`src/rtl/hidx_pkg.sv`:
```
`timescale 1ns / 1ps
`default_nettype none

package hidx_pkg;

  // Fixed field widths of the channels.
  localparam int CITE_W = 24;
  localparam int OUT_W  = 11;

  // Commands from the controller to the datapath.
  typedef struct packed {
    logic bin_rd;     // Read the bin of the accepted citation count.
    logic bin_inc;    // Write back the bin count plus one.
    logic drop;       // The accepted publication is beyond the limit.
    logic walk_init;  // Start a downward walk from the top bin.
    logic walk_zero;  // The walk serves an empty author: result is zero.
    logic walk_step;  // Issue the read of the current walk bin.
    logic res_load;   // Load the result into the output register.
    logic clr;        // Clear the publication count and the drop flag.
  } cmd_t;

  // Status from the datapath to the controller.
  typedef struct packed {
    logic room;       // Fewer than the maximum publications are binned.
    logic b_zero;     // The walk pointer sits at bin zero.
    logic out_free;   // The output register can take a result.
  } sts_t;

endpackage

`default_nettype wire

```
`src/rtl/hidx_ctrl.sv`:
```
`timescale 1ns / 1ps
`default_nettype none

module hidx_ctrl (
  input  wire logic           clk,
  input  wire logic           rst_n,
  input  wire logic           in_valid,
  input  wire logic           in_last,
  input  wire logic           in_is_empty_author,
  output logic                in_ready,
  input  wire hidx_pkg::sts_t sts,
  output hidx_pkg::cmd_t      cmd
);

  import hidx_pkg::*;

  typedef enum logic [5:0] {
    S_INIT  = 6'b000001,
    S_IDLE  = 6'b000010,
    S_UPD   = 6'b000100,
    S_WALK  = 6'b001000,
    S_DRAIN = 6'b010000,
    S_DONE  = 6'b100000
  } state_t;

  state_t state_r, state_nxt;
  logic   last_r, last_nxt;
  logic   emit_r, emit_nxt;
  logic   xfer;

  assign in_ready = (state_r == S_IDLE);
  assign xfer     = in_valid && in_ready;

  // Next state and command decode.
  always_comb begin
    state_nxt = state_r;
    last_nxt  = last_r;
    emit_nxt  = emit_r;
    cmd       = '0;
    case (state_r)
      S_INIT: begin
        // Clearing pass after reset; it produces no result.
        cmd.walk_init = 1'b1;
        emit_nxt      = 1'b0;
        state_nxt     = S_WALK;
      end
      S_IDLE: begin
        if (xfer) begin
          if (in_is_empty_author) begin
            cmd.walk_init = 1'b1;
            cmd.walk_zero = 1'b1;
            emit_nxt      = 1'b1;
            state_nxt     = S_WALK;
          end else if (sts.room) begin
            cmd.bin_rd = 1'b1;
            last_nxt   = in_last;
            state_nxt  = S_UPD;
          end else begin
            cmd.drop = 1'b1;
            if (in_last) begin
              cmd.walk_init = 1'b1;
              emit_nxt      = 1'b1;
              state_nxt     = S_WALK;
            end
          end
        end
      end
      S_UPD: begin
        cmd.bin_inc = 1'b1;
        if (last_r) begin
          cmd.walk_init = 1'b1;
          emit_nxt      = 1'b1;
          state_nxt     = S_WALK;
        end else begin
          state_nxt = S_IDLE;
        end
      end
      S_WALK: begin
        cmd.walk_step = 1'b1;
        if (sts.b_zero) begin
          state_nxt = S_DRAIN;
        end
      end
      S_DRAIN: begin
        state_nxt = S_DONE;
      end
      S_DONE: begin
        if (!emit_r) begin
          cmd.clr   = 1'b1;
          state_nxt = S_IDLE;
        end else if (sts.out_free) begin
          cmd.res_load = 1'b1;
          cmd.clr      = 1'b1;
          state_nxt    = S_IDLE;
        end
      end
      default: begin
        state_nxt = S_INIT;
      end
    endcase
  end

  // State registers.
  always_ff @(posedge clk) begin
    if (!rst_n) begin
      state_r <= S_INIT;
      last_r  <= 1'b0;
      emit_r  <= 1'b0;
    end else begin
      state_r <= state_nxt;
      last_r  <= last_nxt;
      emit_r  <= emit_nxt;
    end
  end

endmodule

`default_nettype wire

```
`config.mk`:
```
export PLATFORM = sky130hd
export DESIGN_NAME = hidx_ctrl
export DESIGN_NICKNAME = d
export VERILOG_FILES = /design/src/rtl/hidx_pkg.sv /design/src/rtl/hidx_ctrl.sv
export SDC_FILE = /design/constraint.sdc
export NUM_CORES = 1
export LEC_CHECK = 0
export BUFFER_PORTS_ARGS = -buffer_cell sky130_fd_sc_hd__buf_2
export CORE_AREA = 2 2 39 41
export CTS_BUF_LIST = sky130_fd_sc_hd__clkbuf_8
export CTS_CLUSTER_SIZE = 24
export DETAILED_ROUTE_END_ITERATION = 10
export DIE_AREA = 0 0 41 43
export GPL_TIMING_DRIVEN = 0
export PLACE_DENSITY = 0.66
export SLEW_MARGIN = 40
export SYNTH_ARGS = -nofsm -noshare
export SYNTH_HDL_FRONTEND = slang
export SYNTH_SLANG_ARGS = --single-unit
export TNS_END_PERCENT = 5
```
`constraint.sdc`:
```
create_clock -name clk -period 4.5 [get_ports clk]
set_clock_uncertainty 0.1 [all_clocks]
set_input_delay 0.9 -clock clk [delete_from_list [all_inputs] [get_ports clk]]
set_output_delay 0.9 -clock clk [all_outputs]
set_load 0.05 [all_outputs]
```
==> results summary, run 1 <==
The count of final max-slew check failures came out at 0. The number of antenna cells inserted came out at 0. The flow ran to the end, and the final reports show no timing, DRC or antenna violations. The clock passes through at most 2 buffers. The worst setup slack after layout is 1280 ps. The routability congestion estimate is 0.822. The highest achievable clock rate is 0.310 GHz. The final layout contains routed wiring with a total length of 1.24 mm. In the routed layout, each cell is associated on average with a via count of 5.65. The path length in cells of the critical path came out at 5. The destination of the worst register-to-register timing path is state_r[3].

The placeable core region is 0.00138 mm2. Summed over all instances, the cell type with the most area after synthesis is sky130_fd_sc_hd__dfxtp_1. The detail route stage leaves a number of antenna-violating nets equal to 0. The arrival time at the worst endpoint came out at 2220 ps. Setup repair after global routing left no endpoint under its margin.

Counting both buffers and inverters, the worst setup path holds a total of 2. The largest individual stage delay along the critical path comes from the cell sky130_fd_sc_hd__nor4b_1. The most used flip-flop cell after synthesis is sky130_fd_sc_hd__dfxtp_1. The critical path goes through clkbuf_1, nor4b_1, nand3_1, o211ai_1, buf_2.

The leakage power summed over all cells came out at 0.311 nW. The violation count after the first detailed-routing iteration is 13. In this run, post-CTS repair resized a total of 0 instances. The final net count is 95. The hold-critical path endpoint is emit_r. The worst register-to-register path begins at state_r[4].

STA classifies the critical path endpoint as a primary output. The tightest min-delay check is of the reg2reg type. The clock insertion delay at the later pin of the skew report is 230 ps. The worst reg-to-reg setup slack is 2450 ps. The fraction of registers with async set/reset came out at 0%. The number of cells on the worst reg-to-reg path is 5. The data required time at the worst endpoint is 3500 ps. STA classifies the critical path startpoint as a flip-flop. In this run the most critical hold path is launched from emit_r.

The die boundary width is 41 um. The count of maximum capacitance violations is 0. The final-report setup violation count came out at 0. In this design, the largest share of critical-path delay is due to simple AND/OR/NAND/NOR gates. The cell depth of the worst hold path is 1. Global routing finished with a remaining overflow of 0. The worst path uses 71.6% of the clock period.

For this run, the total global-route usage over all layers was measured as 17.2%. In this run the tool buffered the top-level ports with 16 buffer cells. The HPWL after detailed placement came out at 941 um. The number of nets handed over by synthesis was 74. TritonCTS built the clock tree. The growth of design area from synthesis to finish is 26.3%.

Once layout is complete, the cells apart from fillers number 101. The final setup TNS is 0 ps. The critical path in this run is classified as reg2out. The number of hold-slack violations in the final timing report came to 0. The per-cell routed wire length is 12.2 um. The total number of clock tree sinks is 8. The worst-case vdd ir drop is 0.000231 V.

Summing every instance area after synthesis gives 538 um2. In the routed design, unresolved DRC markers number 0. The area of the die came out at 0.00176 mm2. Dividing total power by cell area gives a power density of 428 mW/mm2. The maximum single-stage delay on the critical path is 600 ps. The post-place setup slack is 1540 ps. The starting utilization of the core area came out at 38.9%.

Yosys mapped the design onto 37 distinct sky130hd cell types. The number of top-level pins came out at 17. The count of yosys warnings during synthesis is 0. The clock root buffer is sky130_fd_sc_hd__clkbuf_8. The cell count after synthesis is 66. The total CTS buffers came out at 3. The initial antenna violation count is 0. Entering global routing, the biggest net connects 11 pins. The number of cells after detailed placement came out at 98. The count of hold-fix buffers inserted at cts came out at 0.

The total of flip-flops plus latches after synthesis came out at 8. The global-route wire length before repair came out at 2.00 mm. The via count of the first global-routing pass is 488. In this run, synthesis inferred 0 flip-flops with an integrated enable.

The critical-path maximum fanout came out at 10. The headroom to the max-slew limit is 59.8%. The count of buffers added by post-CTS timing repair for setup came out at 0.

Sequential elements use 29.8% of the synthesized area. The transition time at the pin with the least slew margin is 595 ps. The post-layout minimum cycle time came out at 3220 ps. Clock-pin slew was measured on the worst setup and hold paths at 40 ps. Summed over its instances, the top area cell type makes up 29.8% of the synthesized netlist area. Dividing the synthesized area by the synthesized cell count gives 8.15 um2. The commonest cells after synthesis are sky130_fd_sc_hd__dfxtp_1 (8), sky130_fd_sc_hd__nor2_1 (5), sky130_fd_sc_hd__nand2_1 (4), sky130_fd_sc_hd__nand3_1 (4), sky130_fd_sc_hd__nor2b_1 (4). The floorplan die height is 43 um. The number of iterations in the first detailed-routing pass is 4. The row count is 14. Ranked by total cell area, the synthesized netlist is headed by sky130_fd_sc_hd__dfxtp_1 (30%), sky130_fd_sc_hd__nor4b_1 (4.9%), sky130_fd_sc_hd__nor2b_1 (4.7%). The leading cell type by number of instances after synthesis is sky130_fd_sc_hd__dfxtp_1. The share of layout cells above drive strength 1 is 25.9%. The level count of the clock H-tree came out at 1.

The overall via count from detail_route is 571.
logic make-up (layout without fill, tap and decap cells):
kind of cell,count (synthesis),count (layout),share of synthesized area [%]
AND/OR/NAND/NOR,38,38,44.2
AO/OA/AOI/OAI,12,12,17.0
flip-flops,8,8,29.8
buffers and inverters,6,25,5.58
XOR/XNOR,1,1,1.63
multiplexers,1,1,1.86
stage by stage:
stage	area, um2	hold WS, ps	util, %	power, mW
6_report	679	419	49.1	0.291
3_3_place_gp	638	400	46.1	0.203
5_1_grt	679	447	49.1	0.309
3_5_place_dp	638	407	46.1	0.203
2_1_floorplan	538	378	-	0.179
4_1_cts	679	423	49.1	0.292
final cells by class:
cell class / instances / area, um2
plain buffers: 4 / 22.5
clock buffers: 3 / 41.3
fillers: 136 / 704
inverters: 2 / 7.51
multi-input cells: 52 / 348
flip-flops and latches: 8 / 160
well taps: 16 / 20.0
repair buffers: 16 / 80.1
placed cells by master (no fill, tap or decap), types with 2 or more instances in the layout:
| cell | count |
|---|---|
| sky130_fd_sc_hd__nor4b_1 | 3 |
| sky130_fd_sc_hd__o21ai_0 | 2 |
| sky130_fd_sc_hd__nand2_1 | 4 |
| sky130_fd_sc_hd__buf_2 | 16 |
| sky130_fd_sc_hd__nor3b_1 | 2 |
| sky130_fd_sc_hd__nor3_1 | 2 |
| sky130_fd_sc_hd__clkbuf_1 | 3 |
| sky130_fd_sc_hd__nor2b_1 | 4 |
| sky130_fd_sc_hd__and3_1 | 2 |
| sky130_fd_sc_hd__nand3_1 | 4 |
| sky130_fd_sc_hd__nor2_1 | 5 |
| sky130_fd_sc_hd__inv_1 | 2 |
| sky130_fd_sc_hd__clkbuf_8 | 3 |
| sky130_fd_sc_hd__dfxtp_1 | 8 |
per-layer routing:
metal  share of wire [%]  track usage [%]
met5                   0                0
met4                 3.5             12.0
met3                 4.0             4.71
met2                  46             23.8
met1                  47             22.0
registers in the layout, indices dropped and copies added (netlist names):
register and count:
emit_r 1, last_r 1, state_r 6
report_power, final:
group,internal (mW),switching (mW)
clock,0.0581,0.0296
sequential,0.0811,0.00827
combinational,0.0430,0.0709
total,0.182,0.109
worst max path at each step:
| stage | end | startpoint | slack (ps) |
|---|---|---|---|
| finish | cmd[4] | state_r[4] | 1280 |
| global route | cmd[4] | state_r[4] | 1130 |
| CTS | cmd[4] | state_r[4] | 1290 |
| detailed placement | cmd[4] | state_r[4] | 1540 |
| global placement | cmd[4] | state_r[4] | 1540 |
| floorplan | cmd[5] | state_r[4] | 1340 |
No activity file was read; power rests on OpenSTA's default activity.
==> inputs of run 2 (changes only) <==
--- a/config.mk
+++ b/config.mk
@@ -12,7 +12,7 @@
 export DETAILED_ROUTE_END_ITERATION = 10
 export DIE_AREA = 0 0 41 43
 export GPL_TIMING_DRIVEN = 0
-export PLACE_DENSITY = 0.66
+export PLACE_DENSITY = 0.68
 export SLEW_MARGIN = 40
 export SYNTH_ARGS = -nofsm -noshare
 export SYNTH_HDL_FRONTEND = slang
==> constraint.sdc (replaced) <==
create_clock -name clk -period 2.9 [get_ports clk]
set_clock_uncertainty 0.1 [all_clocks]
set_input_delay 0.58 -clock clk [delete_from_list [all_inputs] [get_ports clk]]
set_output_delay 0.58 -clock clk [all_outputs]
set_load 0.05 [all_outputs]
==> run 2 against run 1 <==
  * First-iteration DRC count up 77%
  * Count of clock-buffer cells in the layout is the same
  * Highest routed layer unchanged
  * Non-clock buffer count unchanged
  * Final cell count unchanged
  * Total power increased by 56%
  * Hold slack worse by 2.4 ps
  * Critical endpoint unchanged
  * Core utilization increased by 0.45 points
  * Final area up 0.92%
==> results summary, run 2 (synthesized netlist as in run 1, its figures left out) <==
The count of maximum capacitance violations is 0 (unchanged). The clock input transition at the sequential cells of the worst setup and hold paths is 50 ps (about the same). The initial antenna violation count came out at 0 (unchanged). The die boundary width came out at 41 um (unchanged). The final-report setup violation count is 0 (unchanged). The share of layout cells above drive strength 1 is 27.1% (+1.2 points).

The fraction of power spent switching nets is 37.7% (+0.29 points). The worst-case vdd ir drop is 0.000385 V (+67%). The placeable core region is 0.00138 mm2 (unchanged).

The flow ran to the end, and the final reports show no timing, DRC or antenna violations. The routability congestion estimate came out at 0.851 (+3.6%). The worst setup slack after layout is 232 ps (-1050 ps). The number of cells after detailed placement is 98 (unchanged). The data required time at the worst endpoint was 2220 ps (-1280 ps). On the critical path, the stage with the largest delay is an instance of sky130_fd_sc_hd__nor4b_2. The overflow left after global routing is 0 (unchanged). The total routing usage reported by global routing was 18.0% (+0.80 points).

The per-cell routed wire length came out at 12.6 um (+3.2%). The global-route wire length before repair came out at 2.15 mm (+7.2%). The number of hold-slack violations in the final timing report came to 0 (unchanged). The final cell count without fillers came out at 101 (unchanged). The number of port buffers is 16 (unchanged). The library cell used most frequently in the layout, excluding fill and tap cells, is sky130_fd_sc_hd__buf_2. The row count came out at 14 (unchanged). The utilization of the core after routing came out at 49.5% (+0.45 points).

The number of iterations in the first detailed-routing pass is 4 (unchanged). Ranked by flip-flop count, first place goes to state_r. The sequential cell fraction of total power is 30.8% (about the same). The headroom to the max-slew limit was 68.8% (+9.0 points).

The number of top-level pins is 17 (unchanged). The final setup TNS is 0 ps (unchanged). The minimum hold slack came out at 416 ps (-2.35 ps). The post-place setup slack came out at 308 ps (-1230 ps). The CTS tree is built. The arrival time at the worst endpoint came out at 1990 ps (-230 ps).

The post-layout minimum cycle time came out at 2670 ps. The HPWL after detailed placement came out at 962 um (+2.2%). The reported net switching power came out at 0.171 mW (+57%). The post-route total power was 0.454 mW (+56%). The total number of clock tree sinks is 8 (unchanged).

The transition time at the pin with the least slew margin came out at 463 ps (-131 ps). The power per cell area is 662 mW/mm2 (+55%). The highest achievable clock rate came out at 0.375 GHz. The internal cell power came out at 0.283 mW (+55%).

The total wire length after detailed routing is 1.28 mm (+3.2%). The count of final max-slew check failures came out at 0 (unchanged). The clock network power share is 30.5% (+0.4 points). The start-to-end type of the worst setup path is reg2out.

The floorplan die height is 43 um (unchanged). The level count of the clock H-tree was 1 (unchanged). The number of flip-flops under the largest register name came out at 6 (unchanged).

The fill cell total of the finished layout came out at 143 (+5.1%). Traced cell by cell, the critical path runs through clkbuf_1, nor4b_2, nand3_1, o211ai_1, buf_2. The combinational fraction of design power is 38.7% (-0.5 points). Dividing the final minimum period by the clock period gives 92.0%. The final design instance area without fill is 686 um2 (+0.92%). The maximum root-to-sink buffer count is 2 (unchanged).

The final net count came out at 95 (unchanged). The via count of the first global-routing pass came out at 515 (+5.5%). The critical-path maximum fanout is 10 (unchanged). The number of antenna cells inserted came out at 0 (unchanged). The total CTS buffers came to 3 (unchanged).

The clock root buffer is sky130_fd_sc_hd__clkbuf_8. The clock insertion delay at the later pin of the skew report is 240 ps (about the same). The area of the die came out at 0.00176 mm2 (unchanged).

The growth of design area from synthesis to finish came out at 27.4%. The total DRC errors in the routed layout came to 0 (unchanged). The sort of element at the start of the critical path is a flip-flop. The average via count per standard cell was 5.76 (+1.9%). The remaining antenna violation count came out at 0 (unchanged). The standard cell area after detailed placement came out at 638 um2 (unchanged).

The leakage power summed over all cells came out at 0.311 nW (+0.21%). STA classifies the critical path endpoint as a primary output. Setup repair after global routing left no endpoint under its margin. The starting utilization of the core area is 38.9% (unchanged). The violation count after the first detailed-routing iteration is 23 (+10).

The overall via count from detail_route is 582 (+1.9%). The library cells used most frequently in the layout, excluding fill and tap cells, are sky130_fd_sc_hd__buf_2 (16), sky130_fd_sc_hd__dfxtp_1 (8), sky130_fd_sc_hd__nor2_1 (5). The tightest min-delay check is of the reg2reg type.

The largest registers in the layout are state_r (6), emit_r (1), last_r (1). The maximum number of pins on one net before global-route repair came to 11 (unchanged). The maximum single-stage delay on the critical path is 420 ps (-180 ps).
-- run 2: cell counts in the layout (fill, tap and decap cells not counted) --
No cell type changed its count.
-- run 2: worst paths after layout --
kind	depth (start not counted)	startpoint	to	slack, ps
worst max-delay path	5	state_r[4]	cmd[4]	230
worst min-delay path	2	state_r[3]	state_r[5]	420
worst max register to register	5	state_r[3]	state_r[1]	930
worst min register to register	2	state_r[3]	state_r[5]	420
-- run 2: cell type report --
cell class,count,area (um2),area share (%)
clock buffer,3,41.3,6.02
sequential,8,160,23.4
buffer,4,22.5,3.28
multi-input combinational,52,354,51.6
inverter,2,7.51,1.09
tap,16,20.0,2.92
timing repair buffer,16,80.1,11.7
-- run 2: metal layers --
| metal | global-route usage, % | up-vias | share of wire, % |
|---|---|---|---|
| li1 | - | 292 | - |
| met1 | 22.7 | 274 | 43 |
| met3 | 9.42 | 2 | 7.1 |
| met2 | 25.6 | 14 | 49 |
| met5 | 0 | - | 0 |
| met4 | 6.00 | 0 | 0.47 |
-- run 2: worst max-delay path, delay by kind of cell (launching register included) --
kind | cells | cell delay, ps
flip-flops | 1 | 310
AND/OR/NAND/NOR | 2 | 580
buffers and inverters | 2 | 540
AO/OA/AOI/OAI | 1 | 320
-- run 2: power groups by stage --
stage          logic [mW]  clock network, mW  registers, mW
2_1_floorplan       0.140                  0          0.137
3_3_place_gp        0.173                  0          0.140
3_5_place_dp        0.174                  0          0.141
4_1_cts             0.174              0.140          0.139
5_1_grt             0.193              0.147          0.141
6_report            0.176              0.138          0.140
-- run 2: timing repair --
| action | 4_1_cts | 5_1_grt |
|---|---|---|
| buffers inserted | 0 | 0 |
| gates resized for setup | 0 | 1 |
| endpoints found under the setup margin | 0 | 1 |
| hold buffers | 0 | 0 |
